$ cat config.mk
export PLATFORM = sky130hd
export DESIGN_NAME = sgr_parameter_style_decoder_core_flat
export DESIGN_NICKNAME = d
export VERILOG_FILES = /design/src/rtl/sgrd_pkg.sv /design/src/rtl/sgrd_if.sv /design/src/rtl/sgrd_decode.sv /design/src/rtl/sgr_parameter_style_decoder_core.sv /design/src/flat_wrapper.sv
export VERILOG_INCLUDE_DIRS = /design/src /design/src/rtl
export SDC_FILE = /design/constraint.sdc
export NUM_CORES = 1
export LEC_CHECK = 0
export BUFFER_PORTS_ARGS = -buffer_cell sky130_fd_sc_hd__buf_2
export CAP_MARGIN = 40
export CORE_MARGIN = 2
export CORE_UTILIZATION = 50
export CTS_BUF_LIST = sky130_fd_sc_hd__clkbuf_8
export DETAILED_ROUTE_END_ITERATION = 16
export PLACE_DENSITY = 0.83
export SETUP_SLACK_MARGIN = 0.05
export SLEW_MARGIN = 20
export SYNTH_ARGS = -nofsm -noshare
export SYNTH_HDL_FRONTEND = slang
export SYNTH_SLANG_ARGS = --single-unit
$ cat constraint.sdc
create_clock -name clk -period 4.95 [get_ports clk]
set_input_delay 1.2375 -clock clk [delete_from_list [all_inputs] [get_ports clk]]
set_output_delay 1.2375 -clock clk [all_outputs]
set_load 0.01 [all_outputs]
$ cat src/rtl/sgr_parameter_style_decoder_core_defines.svh
// Assertion macros for the SGR style decoder.
// Used by the core top level; no other dependencies.
`ifndef SGR_PARAMETER_STYLE_DECODER_CORE_DEFINES_SVH
`define SGR_PARAMETER_STYLE_DECODER_CORE_DEFINES_SVH

// condition holds at every edge out of reset
`define SGRD_ASSERT_ALWAYS(label, cond, msg) \
  label: assert property (@(posedge clk) disable iff (rst) (cond)) else $error(msg);

// antecedent implies consequent in the same cycle
`define SGRD_ASSERT_IMPLY(label, ante, cons, msg) \
  label: assert property (@(posedge clk) disable iff (rst) (ante) |-> (cons)) \
    else $error(msg);

`endif

$ cat src/rtl/sgrd_pkg.sv
// Types and constants for the SGR style decoder.
// No dependencies; used by the interfaces, decoder and top level.
package sgrd_pkg;

  localparam int unsigned ParamW = 16;
  localparam int unsigned FlagsW = 12;
  localparam int unsigned ColourW = 9;

  localparam int unsigned FL_BOLD      = 0;
  localparam int unsigned FL_ITALIC    = 1;
  localparam int unsigned FL_UNDERLINE = 2;
  localparam int unsigned FL_BLINK     = 3;
  localparam int unsigned FL_REVERSE   = 4;
  localparam int unsigned FL_INVISIBLE = 5;
  localparam int unsigned FL_CROSSED   = 6;
  localparam int unsigned FL_DOUBLE_UL = 7;
  localparam int unsigned FL_FG_INDEX  = 8;
  localparam int unsigned FL_BG_INDEX  = 9;
  localparam int unsigned FL_FG_RGB    = 10;
  localparam int unsigned FL_BG_RGB    = 11;

  localparam int unsigned SIDE_FG = 0;
  localparam int unsigned SIDE_BG = 1;

  localparam logic [ParamW-1:0] SGR_RESET       = 16'd0;
  localparam logic [ParamW-1:0] SGR_BOLD        = 16'd1;
  localparam logic [ParamW-1:0] SGR_FAINT       = 16'd2;
  localparam logic [ParamW-1:0] SGR_ITALIC      = 16'd3;
  localparam logic [ParamW-1:0] SGR_UNDERLINE   = 16'd4;
  localparam logic [ParamW-1:0] SGR_BLINK_SLOW  = 16'd5;
  localparam logic [ParamW-1:0] SGR_BLINK_FAST  = 16'd6;
  localparam logic [ParamW-1:0] SGR_REVERSE     = 16'd7;
  localparam logic [ParamW-1:0] SGR_INVISIBLE   = 16'd8;
  localparam logic [ParamW-1:0] SGR_CROSSED     = 16'd9;
  localparam logic [ParamW-1:0] SGR_ALT_FONT    = 16'd17;
  localparam logic [ParamW-1:0] SGR_DOUBLE_UL   = 16'd21;
  localparam logic [ParamW-1:0] SGR_NO_ITALIC   = 16'd23;
  localparam logic [ParamW-1:0] SGR_NO_UL       = 16'd24;
  localparam logic [ParamW-1:0] SGR_NO_REVERSE  = 16'd27;
  localparam logic [ParamW-1:0] SGR_NO_INVIS    = 16'd28;
  localparam logic [ParamW-1:0] SGR_NO_CROSSED  = 16'd29;
  localparam logic [ParamW-1:0] SGR_FG_BLACK    = 16'd30;
  localparam logic [ParamW-1:0] SGR_FG_LO_FIRST = 16'd31;
  localparam logic [ParamW-1:0] SGR_FG_LO_LAST  = 16'd37;
  localparam logic [ParamW-1:0] SGR_FG_EXT      = 16'd38;
  localparam logic [ParamW-1:0] SGR_FG_DEFAULT  = 16'd39;
  localparam logic [ParamW-1:0] SGR_BG_BLACK    = 16'd40;
  localparam logic [ParamW-1:0] SGR_BG_LO_FIRST = 16'd41;
  localparam logic [ParamW-1:0] SGR_BG_LO_LAST  = 16'd47;
  localparam logic [ParamW-1:0] SGR_BG_EXT      = 16'd48;
  localparam logic [ParamW-1:0] SGR_BG_DEFAULT  = 16'd49;
  localparam logic [ParamW-1:0] SGR_FG_GREY     = 16'd90;
  localparam logic [ParamW-1:0] SGR_FG_HI_FIRST = 16'd91;
  localparam logic [ParamW-1:0] SGR_FG_HI_LAST  = 16'd97;
  localparam logic [ParamW-1:0] SGR_BG_GREY     = 16'd100;
  localparam logic [ParamW-1:0] SGR_BG_HI_FIRST = 16'd101;
  localparam logic [ParamW-1:0] SGR_BG_HI_LAST  = 16'd107;

  localparam logic [ParamW-1:0] SEL_RGB = 16'd2;

  localparam logic [ColourW-1:0] IDX_FAINT    = 9'd250;
  localparam logic [ColourW-1:0] IDX_FG_DEF   = 9'o17;
  localparam logic [ColourW-1:0] IDX_BLACK    = 9'd0;
  localparam logic [ColourW-1:0] IDX_GREY     = 9'o10;
  // 16-colour code minus this offset gives the index (010 + code - base)
  localparam logic [ParamW-1:0] OFS_FG_LO = 16'd22;
  localparam logic [ParamW-1:0] OFS_FG_HI = 16'd82;
  localparam logic [ParamW-1:0] OFS_BG_LO = 16'd32;
  localparam logic [ParamW-1:0] OFS_BG_HI = 16'd92;

  localparam logic [1:0] RGB_LAST = 2'd2;

  typedef struct packed {
    logic [FlagsW-1:0]  flags;
    logic [ColourW-1:0] fg;
    logic [ColourW-1:0] bg;
  } style_t;

  typedef struct packed {
    logic [1:0] pending;
    logic [1:0] idx;
    logic [1:0] rgb;
    logic [1:0] cnt;
  } mode_t;

endpackage

$ cat src/rtl/sgrd_if.sv
// Channel interfaces for the SGR style decoder: parameter in, style out.
// Depends on sgrd_pkg.
interface sgrd_param_if import sgrd_pkg::*; ();
  logic              valid;
  logic              ready;
  logic [ParamW-1:0] param_value;
  logic              first_of_sequence;

  modport source (output valid, param_value, first_of_sequence, input ready);
  modport sink (input valid, param_value, first_of_sequence, output ready);
endinterface

interface sgrd_style_if import sgrd_pkg::*; ();
  logic               valid;
  logic               ready;
  logic [FlagsW-1:0]  style_flags;
  logic [ColourW-1:0] fg_color;
  logic [ColourW-1:0] bg_color;
  logic               colors_reset;

  modport source (output valid, style_flags, fg_color, bg_color, colors_reset,
                  input ready);
  modport sink (input valid, style_flags, fg_color, bg_color, colors_reset,
                output ready);
endinterface

$ cat src/rtl/sgrd_decode.sv
// Next-style logic for one SGR parameter: selectors, colour modes, code table.
// Depends on sgrd_pkg.
module sgrd_decode import sgrd_pkg::*; (
  input  logic [ParamW-1:0] value,
  input  logic              first,
  input  style_t            cur_style,
  input  mode_t             cur_mode,
  output style_t            next_style,
  output mode_t             next_mode,
  output logic              colors_reset
);

  logic [ColourW-1:0] rgb_bits;

  always_comb begin
    case (cur_mode.cnt)
      2'd0:    rgb_bits = {value[7:5], 6'd0};
      2'd1:    rgb_bits = {3'd0, value[7:5], 3'd0};
      default: rgb_bits = {6'd0, value[7:5]};
    endcase
  end

  always_comb begin
    next_style   = cur_style;
    next_mode    = cur_mode;
    colors_reset = 1'b0;
    if (first) begin
      next_mode.pending = 2'b00;
      next_mode.idx     = 2'b00;
      next_mode.rgb     = 2'b00;
    end

    if (next_mode.pending[SIDE_FG]) begin
      next_mode.pending[SIDE_FG] = 1'b0;
      if (value != SEL_RGB) begin
        next_mode.idx[SIDE_FG]         = 1'b1;
        next_style.flags[FL_FG_INDEX] = 1'b1;
      end else begin
        next_mode.rgb[SIDE_FG]       = 1'b1;
        next_style.flags[FL_FG_RGB] = 1'b1;
      end
    end else if (next_mode.pending[SIDE_BG]) begin
      next_mode.pending[SIDE_BG] = 1'b0;
      if (value != SEL_RGB) begin
        next_mode.idx[SIDE_BG]         = 1'b1;
        next_style.flags[FL_BG_INDEX] = 1'b1;
      end else begin
        next_mode.rgb[SIDE_BG]       = 1'b1;
        next_style.flags[FL_BG_RGB] = 1'b1;
      end
    end else if (next_mode.idx[SIDE_FG]) begin
      next_style.fg                 = value[ColourW-1:0];
      next_style.flags[FL_FG_INDEX] = 1'b1;
      next_mode.idx[SIDE_FG]        = 1'b0;
    end else if (next_mode.rgb[SIDE_FG]) begin
      next_style.fg = cur_style.fg | rgb_bits;
      if (cur_mode.cnt >= RGB_LAST) begin
        next_mode.cnt          = 2'd0;
        next_mode.rgb[SIDE_FG] = 1'b0;
      end else begin
        next_mode.cnt = cur_mode.cnt + 2'd1;
      end
    end else if (next_mode.idx[SIDE_BG]) begin
      next_style.bg                 = value[ColourW-1:0];
      next_style.flags[FL_BG_INDEX] = 1'b1;
      next_mode.idx[SIDE_BG]        = 1'b0;
    end else if (next_mode.rgb[SIDE_BG]) begin
      next_style.bg = cur_style.bg | rgb_bits;
      if (cur_mode.cnt >= RGB_LAST) begin
        next_mode.cnt          = 2'd0;
        next_mode.rgb[SIDE_BG] = 1'b0;
      end else begin
        next_mode.cnt = cur_mode.cnt + 2'd1;
      end
    end else begin
      case (value)
        SGR_RESET: begin
          next_style   = '0;
          colors_reset = 1'b1;
        end
        SGR_BOLD, SGR_ALT_FONT: next_style.flags[FL_BOLD] = 1'b1;
        SGR_FAINT: begin
          next_style.fg                 = IDX_FAINT;
          next_style.flags[FL_FG_INDEX] = 1'b1;
        end
        SGR_ITALIC:                     next_style.flags[FL_ITALIC]    = 1'b1;
        SGR_UNDERLINE:                  next_style.flags[FL_UNDERLINE] = 1'b1;
        SGR_BLINK_SLOW, SGR_BLINK_FAST: next_style.flags[FL_BLINK]     = 1'b1;
        SGR_REVERSE:                    next_style.flags[FL_REVERSE]   = 1'b1;
        SGR_INVISIBLE:                  next_style.flags[FL_INVISIBLE] = 1'b1;
        SGR_CROSSED:                    next_style.flags[FL_CROSSED]   = 1'b1;
        SGR_DOUBLE_UL:                  next_style.flags[FL_DOUBLE_UL] = 1'b1;
        SGR_NO_ITALIC:                  next_style.flags[FL_ITALIC]    = 1'b0;
        SGR_NO_UL: begin
          next_style.flags[FL_UNDERLINE] = 1'b0;
          next_style.flags[FL_DOUBLE_UL] = 1'b0;
        end
        SGR_NO_REVERSE: next_style.flags[FL_REVERSE]   = 1'b0;
        SGR_NO_INVIS:   next_style.flags[FL_INVISIBLE] = 1'b0;
        SGR_NO_CROSSED: next_style.flags[FL_CROSSED]   = 1'b0;
        SGR_FG_EXT:     next_mode.pending[SIDE_FG]     = 1'b1;
        SGR_BG_EXT:     next_mode.pending[SIDE_BG]     = 1'b1;
        SGR_FG_DEFAULT, SGR_FG_BLACK, SGR_FG_GREY: begin
          next_style.flags[FL_FG_INDEX] = 1'b1;
          if (value == SGR_FG_DEFAULT) next_style.fg = IDX_FG_DEF;
          else if (value == SGR_FG_GREY) next_style.fg = IDX_GREY;
          else next_style.fg = IDX_BLACK;
        end
        SGR_BG_DEFAULT, SGR_BG_BLACK, SGR_BG_GREY: begin
          next_style.flags[FL_BG_INDEX] = 1'b1;
          next_style.bg = (value == SGR_BG_GREY) ? IDX_GREY : IDX_BLACK;
        end
        default: begin
          if (value >= SGR_FG_LO_FIRST && value <= SGR_FG_LO_LAST) begin
            next_style.fg                 = ColourW'(value - OFS_FG_LO);
            next_style.flags[FL_FG_INDEX] = 1'b1;
          end else if (value >= SGR_FG_HI_FIRST && value <= SGR_FG_HI_LAST) begin
            next_style.fg                 = ColourW'(value - OFS_FG_HI);
            next_style.flags[FL_FG_INDEX] = 1'b1;
          end else if (value >= SGR_BG_LO_FIRST && value <= SGR_BG_LO_LAST) begin
            next_style.bg                 = ColourW'(value - OFS_BG_LO);
            next_style.flags[FL_BG_INDEX] = 1'b1;
          end else if (value >= SGR_BG_HI_FIRST && value <= SGR_BG_HI_LAST) begin
            next_style.bg                 = ColourW'(value - OFS_BG_HI);
            next_style.flags[FL_BG_INDEX] = 1'b1;
          end
        end
      endcase
    end
  end

endmodule

$ cat src/rtl/sgr_parameter_style_decoder_core.sv
// Latency: a parameter passes through the input register and then the style register
// before its style transaction. Throughput: one parameter per cycle while style_ch.ready holds.
// Input register, decode, style register.
// The style register is both the rendition state and the output payload.
// Synchronous active-high reset clears style, modes, counter and valid bits.
// Depends on sgrd_pkg, sgrd_if, sgrd_decode and the defines header.
`include "sgr_parameter_style_decoder_core_defines.svh"

module sgr_parameter_style_decoder_core import sgrd_pkg::*; (
  input  logic               clk,
  input  logic               rst,
  sgrd_param_if.sink         param_ch,
  sgrd_style_if.source       style_ch
);

  logic              in_valid;
  logic [ParamW-1:0] in_value;
  logic              in_first;
  logic              out_valid;
  logic              out_reset;
  style_t            style;
  mode_t             mode;
  style_t            style_next;
  mode_t             mode_next;
  logic              reset_next;
  logic              advance;
  logic [5:0]        mode_active;

  assign advance        = in_valid && (!out_valid || style_ch.ready);
  assign param_ch.ready = !in_valid || advance;
  assign mode_active    = {mode.pending, mode.idx, mode.rgb};

  sgrd_decode u_decode (
    .value        (in_value),
    .first        (in_first),
    .cur_style    (style),
    .cur_mode     (mode),
    .next_style   (style_next),
    .next_mode    (mode_next),
    .colors_reset (reset_next)
  );

  always_ff @(posedge clk) begin
    if (rst) begin
      in_valid <= 1'b0;
    end else if (param_ch.ready) begin
      in_valid <= param_ch.valid;
    end
  end

  always_ff @(posedge clk) begin
    if (param_ch.ready && param_ch.valid) begin
      in_value <= param_ch.param_value;
      in_first <= param_ch.first_of_sequence;
    end
  end

  always_ff @(posedge clk) begin
    if (rst) begin
      out_valid <= 1'b0;
      out_reset <= 1'b0;
      style     <= '0;
      mode      <= '0;
    end else if (advance) begin
      out_valid <= 1'b1;
      out_reset <= reset_next;
      style     <= style_next;
      mode      <= mode_next;
    end else if (style_ch.ready) begin
      out_valid <= 1'b0;
    end
  end

  assign style_ch.valid        = out_valid;
  assign style_ch.style_flags  = style.flags;
  assign style_ch.fg_color     = style.fg;
  assign style_ch.bg_color     = style.bg;
  assign style_ch.colors_reset = out_reset;

  // at most one of selector / index / rgb is active over both sides
  `SGRD_ASSERT_ALWAYS(a_one_mode, $countones(mode_active) <= 1, "two colour modes active")
  `SGRD_ASSERT_ALWAYS(a_cnt_range, mode.cnt != 2'd3, "rgb component counter out of range")
  `SGRD_ASSERT_IMPLY(a_reset_clear, out_valid && out_reset, style == '0, "reset with style set")
  `SGRD_ASSERT_IMPLY(a_hold_full, in_valid && !advance, !param_ch.ready, "input taken while full")

endmodule
$ cat src/flat_wrapper.sv
// flat-port wrapper written by rule: the top's interface ports become plain ports
module sgr_parameter_style_decoder_core_flat import sgrd_pkg::*;
  (clk, rst, param_ch_valid, param_ch_param_value, param_ch_first_of_sequence, param_ch_ready, style_ch_valid, style_ch_style_flags, style_ch_fg_color, style_ch_bg_color, style_ch_colors_reset, style_ch_ready);
  sgrd_param_if param_ch_i ();
  sgrd_style_if style_ch_i ();
  input  logic clk;
  input  logic rst;
  input wire logic [$bits(param_ch_i.valid)-1:0] param_ch_valid;
  input wire logic [$bits(param_ch_i.param_value)-1:0] param_ch_param_value;
  input wire logic [$bits(param_ch_i.first_of_sequence)-1:0] param_ch_first_of_sequence;
  output wire logic [$bits(param_ch_i.ready)-1:0] param_ch_ready;
  output wire logic [$bits(style_ch_i.valid)-1:0] style_ch_valid;
  output wire logic [$bits(style_ch_i.style_flags)-1:0] style_ch_style_flags;
  output wire logic [$bits(style_ch_i.fg_color)-1:0] style_ch_fg_color;
  output wire logic [$bits(style_ch_i.bg_color)-1:0] style_ch_bg_color;
  output wire logic [$bits(style_ch_i.colors_reset)-1:0] style_ch_colors_reset;
  input wire logic [$bits(style_ch_i.ready)-1:0] style_ch_ready;
  assign param_ch_i.valid = param_ch_valid;
  assign param_ch_i.param_value = param_ch_param_value;
  assign param_ch_i.first_of_sequence = param_ch_first_of_sequence;
  assign param_ch_ready = param_ch_i.ready;
  assign style_ch_valid = style_ch_i.valid;
  assign style_ch_style_flags = style_ch_i.style_flags;
  assign style_ch_fg_color = style_ch_i.fg_color;
  assign style_ch_bg_color = style_ch_i.bg_color;
  assign style_ch_colors_reset = style_ch_i.colors_reset;
  assign style_ch_i.ready = style_ch_ready;
  sgr_parameter_style_decoder_core u_core (.clk(clk), .rst(rst), .param_ch(param_ch_i), .style_ch(style_ch_i));
endmodule
Word level (Yosys, flattened, before mapping)
Cells that the tools add are included.
{ "op_classes": {"add_sub_neg": 5, "n_lt_le_gt_ge": 9, "n_eq_ne": 55, "mux": 98, "bitwise": 7, "reduce_logical": 55} }
{ "op_table": {"columns": ["operator", "count"], "rows": [
  ["16-bit by 5-bit == test with 1-bit output (second input constant)", 8],
  ["21-bit two-way mux", 6],
  ["9-bit two-way mux", 13],
  ["8-bit AND reduction", 11],
  ["16-bit by 6-bit == test with 1-bit output (second input constant)", 5],
  ["16-bit by 3-bit == test with 1-bit output (second input constant)", 4],
  ["7-bit nonzero test", 9],
  ["1-bit two-way mux", 46],
  ["9-bit one-hot mux with 4 select lines", 1],
  ["16-bit by 2-bit == test with 1-bit output (second input constant)", 2],
  ["16-bit by 4-bit == test with 1-bit output (second input constant)", 2],
  ["16-bit by 7-bit == test with 1-bit output (second input constant)", 2],
  ["16-bit by 7-bit >= comparator with 1-bit output (second input constant)", 2],
  ["16-bit by 6-bit less-or-equal comparator with 1-bit output (second input constant)", 2],
  ["16-bit by 7-bit less-or-equal comparator with 1-bit output (second input constant)", 2],
  ["27-bit two-way mux", 1],
  ["9-bit one-hot mux with 3 select lines", 1],
  ["21-bit OR reduction", 1],
  ["20-bit OR reduction", 1],
  ["18-bit two-way mux", 1],
  ["2-bit by 1-bit inequality test with 1-bit output (second input constant)", 9],
  ["9-bit bitwise OR", 2],
  ["9-bit one-hot mux with 2 select lines", 1],
  ["9-bit by 7-bit subtractor with 9-bit output (second input constant)", 2],
  ["other kinds (44)", 95]
]} }
{ "word_totals": {"regBits": 58, "input_bits": 21, "output_inout_bits": 33, "wordCells": 252} }

Depth between registers and ports, before layout
{ "logic_depth": {"word_depth": 18, "depth_mapped": 16, "ltp_nobuf": 14} }

Hierarchy
Synthesis repeated with hierarchy kept, for this count alone.
{ "hier_totals": {"cells_unflattened": 612, "hier_area_um2": 5126.2} }
{ "modules_own_cells": {"columns": ["mod", "instances", "cells_per_inst", "area_per_inst_um2", "seq_area_each_um2"], "rows": [
  ["sgrd_decode", 1, 416, 2785.2, 0.0],
  ["sgr_parameter_style_decoder_core", 1, 196, 2341.0, 1331.3]
]} }

Worst setup path after synthesis
No wires, ideal clock.
{ "synth_timing": {"kind": "flip-flop to flip-flop", "start": "reg u_core.in_value[3]", "end": "reg u_core.style, in the netlist u_core.style_ch.fg_color[8]", "setup_time_ns": 0.091, "arrival_time_ns": 3.102, "required_ns": 4.859, "slack_ns": 1.757, "stages_incl_launch_ff": 15, "path_buffers": 2, "synth_period_minus_slack_ns": 3.193, "cell_sequence": "edfxtp_1 clkbuf_1 inv_1 ha_1 clkbuf_1 a21boi_0 o32ai_1 nand2_1 ha_1 a211o_1 a21oi_1 o21ai_0 o32ai_1 a22oi_1 a311oi_1"} }
{ "synth_via": {"elab_chain_cells": 13, "word_cells_on_any_way": 50, "cone_classes": "add/sub: 2; order compare: 4; eq/ne: 25; mux: 12; reduce/logical: 7"} }
{ "synth_lines": {"columns": ["item", "line_no", "source"], "rows": [
  ["start: declaration", "sgr_parameter_style_decoder_core.sv:17", "logic [ParamW-1:0] in_value;"],
  ["start signal: assignment", "sgr_parameter_style_decoder_core.sv:53", "in_value <= param_ch.param_value;"],
  ["16-bit by 5-bit >= comparator with 1-bit output, or another cell as far along", "sgrd_decode.sv:114", "if (value >= SGR_FG_LO_FIRST && value <= SGR_FG_LO_LAST) begin"],
  ["1-bit logical AND or 9-bit two-way mux (tied branches)", "sgrd_decode.sv:114, sgrd_decode.sv:117", null],
  ["9-bit two-way mux", "sgrd_decode.sv:114", null],
  ["9-bit one-hot mux with 4 select lines", "sgrd_decode.sv:76", "case (value)"],
  ["21-bit two-way mux", "sgrd_decode.sv:67", "end else if (next_mode.rgb[SIDE_BG]) begin"],
  ["21-bit two-way mux", "sgrd_decode.sv:63", "end else if (next_mode.idx[SIDE_BG]) begin"],
  ["21-bit two-way mux", "sgrd_decode.sv:55", "end else if (next_mode.rgb[SIDE_FG]) begin"],
  ["21-bit two-way mux", "sgrd_decode.sv:51", "end else if (next_mode.idx[SIDE_FG]) begin"],
  ["21-bit two-way mux", "sgrd_decode.sv:42", "end else if (next_mode.pending[SIDE_BG]) begin"],
  ["21-bit two-way mux", "sgrd_decode.sv:33", "if (next_mode.pending[SIDE_FG]) begin"],
  ["18-bit two-way mux", "sgrd_decode.sv:63", null],
  ["9-bit two-way mux", "sgrd_decode.sv:55", null],
  ["9-bit two-way mux", "sgrd_decode.sv:51", null],
  ["end signal: assignment", "sgr_parameter_style_decoder_core.sv:67", "style <= style_next;"],
  ["end: declaration", "sgr_parameter_style_decoder_core.sv:21", "style_t style;"]
]} }
Parallel ways exist; a longest one is shown, timed or not. The select of a mux whose other input is x is not followed.
A chain may end at the register's enable or synchronous reset.

Worst setup path after layout
Same ends and word-level chain as after synthesis.

==> impl_metrics.ini <==
[drt]
viasPerCell = 6.80
wl_met1_mm = 5.81
highest_layer = met4
routed_wl_mm = 13.7
met3_length_mm = 1.26
ant_nets = 0
dr_wl_met2_mm = 6.09
drtIter0Drc = 411
drc_errors = 0
firstDrtPassIters = 5
vias = 4500
drt-wirelength-per-cell_um = 20.7

[clocking]
clk_pin_slew_ns = 0.07
clk_latency_ns = 0.34
hold_buffers = 0
root_buffer = clkbuf_8
cts_made_buffers = 9
clock_sinks = 58
cts_tree = yes
clockBufferDepth = 2
htree_levels = 3
cts_resized = 0
cts_setup_buffers = 0

[cells_and_area]
multi_input_area_mm2 = 0.00261
fin_area_mm2 = 0.00464
insertedDiodeCount = 0
drive_above_1_share = 0.174
ff_latch_area_mm2 = 0.00133
final_nets = 583
area_delta_synth_final_pct = 11.9
fill_cells = 750

[timing]
max_freq_mhz = 272
maxSlewHeadroom = 0.351
hold_violations = 0
min_period_ns = 3.68
tightest_slew_ns = 0.973
finalSetupTns_ns = 0
fin_skew_ns = 0.00443
setup_viol = 0
finalCritPeriodShare = 0.743
rsz0062_at_grt = no
drv_slew = 0

[global_route]
grt-ovfl-total = 0
grt_pass1_wl_mm = 21.5
track_usage = 0.311
grt_pass1_vias = 4143
antenna_found_initial = 0
grt_max_degree = 37

[floorplan]
core_mm2 = 0.00813
fp.dieW_um = 95.1
die_h_um = 95.1
die_area_mm2 = 0.00904
ios = 54
initial_core_util = 0.510
fp-row-count = 33

[setup_path]
critPathKind = register to register
path_cells = inv_1, ha_1, a21boi_0, o32ai_1, nand2_1, ha_1, a211o_1, a21oi_1, o21ai_0, o32ai_1, a22oi_1, a311oi_1
required_ns = 5.20
slowest_stage = edfxtp_1
cp-start-kind = register
end_kind = register
path_max_fanout = 12
arrival_ns = 3.93
critPathMaxStageDelay_ns = 0.58

[synth]
ys_top_cells_by_count = 60 x a21oi_1, 42 x nor2_1, 41 x dfxtp_1, 41 x nand2_1, 33 x o21ai_0
synth_area_leaders = dfxtp_1 20%, edfxtp_1 12%, a21oi_1 7.2%, o21ai_0 4.0%, nor2_1 3.8%
yosysSeqAreaShare = 0.321
synth_top_area_cell = dfxtp_1
netlist_area_mm2 = 0.00415
syn_avg_cell_area_um2 = 7.93
synth_cells = 523
ys.flop_type = dfxtp_1
synth.top_cell.area_share = 0.198
synth_most_common_cell = a21oi_1
yosys_warnings = 0
synth-seq-cells = 58
ys_async_sr_fraction = 0
netlist-cell-type-count = 80
synth_nets = 554
synth_edf_count = 17

[pwr]
leakagePower_nw = 1.78
p_per_area_mw_per_mm2 = 246
vdd_ir_drop_max_uv = 128
power_mw = 1.14

[outcome]
status = completed

[worst_hold_path]
hp-class = register to register

[placement]
hpwl_mm = 9.81
gp_congestion = 1.03
io_buffers = 53
place_area_mm2 = 0.00442

[job]
cap_violations = 0
layer usage:
layer,GRT usage,vias to the layer above
met4,0.157,0
met1,0.422,2107
li1,-,2043
met5,0,-
met3,0.0458,56
met2,0.481,294
final cells by class:
class,count,area share
multi-input combinational,412,0.563
tap,105,0.0283
clock buffer,12,0.0356
timing repair buffer,58,0.0668
clock inverter,4,0.00916
sequential,58,0.287
inverter,13,0.0105
where the power goes:
group | switching [mW] | internal (mW) | leakage (nW)
registers | 0.0263 | 0.503 | 0.497
clock network | 0.196 | 0.269 | 0.115
logic | 0.0939 | 0.0551 | 1.17
total | 0.316 | 0.828 | 1.78
critical path, delay by kind of cell (launching register included):
kind,cells,cell delay [ns]
flip-flops,1,0.58
adder cells (fa/ha/maj),2,0.81
buffers and inverters,1,0.17
AO/OA/AOI/OAI,8,1.89
AND/OR/NAND/NOR,1,0.15
flip-flops by register name (all words and copies together) (netlist names):
signal	flops
u_core.style_ch.colors_reset	1
u_core.style_ch.style_flags	12
u_core.in_valid	1
u_core.style_ch.fg_color	9
u_core.mode	8
u_core.style_ch.bg_color	9
u_core.in_first	1
u_core.in_value	16
u_core.style_ch.valid	1
worst paths after layout:
kind / start / slack (ns) / endpoint / cells past startpoint
hold reg to reg: u_core.style_ch.style_flags[0]$_SDFFE_PP0P_ / 0.48 / u_core.style_ch.style_flags[0]$_SDFFE_PP0P_ / 2
setup reg to reg: u_core.in_value[3]$_DFFE_PP_ / 1.27 / u_core.style_ch.fg_color[8]$_SDFFE_PP0P_ / 12
hold / removal: u_core.style_ch.style_flags[0]$_SDFFE_PP0P_ / 0.48 / u_core.style_ch.style_flags[0]$_SDFFE_PP0P_ / 2
setup / recovery: u_core.in_value[3]$_DFFE_PP_ / 1.27 / u_core.style_ch.fg_color[8]$_SDFFE_PP0P_ / 12
layout by cell type (no fill, tap or decap), types with 3 or more instances in the layout:
cell type	count
nand4_1	13
a31o_2	3
o2111ai_1	3
o32ai_1	4
a31oi_1	6
o311ai_0	3
o211ai_1	4
nand3b_1	4
or2_2	4
nor4_1	8
edfxtp_1	17
nor3_1	19
a21o_1	5
nand3_1	12
o31ai_1	6
a311oi_1	3
a21oi_1	60
mux2i_1	6
buf_2	53
nor2b_1	15
o22ai_1	5
dfxtp_1	41
nor2_1	42
a41oi_1	5
clkbuf_8	12
a211oi_1	13
ha_1	9
o21ai_0	33
inv_1	15
or3_1	4
nand2b_1	11
nand2_1	41
and2_1	7
buf_4	4
nor4b_1	3
and3_1	3
logic make-up (layout without fill, tap and decap cells):
kind of cell,count (synthesis),count (layout),share of synthesized area
AO/OA/AOI/OAI,187,187,0.302
multiplexers,7,7,0.0172
AND/OR/NAND/NOR,206,206,0.271
flip-flops,58,58,0.321
adder cells (fa/ha/maj),10,10,0.0320
buffers and inverters,53,87,0.0525
XOR/XNOR,2,2,0.00422
metrics by stage:
step | setup slack [ns] | hold slack (ns) | utilization | cells
4_1_cts | 1.38 | 0.477 | 0.569 | 661
2_1_floorplan | 1.76 | 0.471 | - | 523
3_5_place_dp | 1.42 | 0.465 | 0.543 | 645
6_report | 1.27 | 0.477 | 0.571 | 662
5_1_grt | 1.06 | 0.494 | 0.571 | 662
3_3_place_gp | 1.40 | 0.452 | 0.542 | 645
Note: power is estimated with default switching activity, not from simulation.
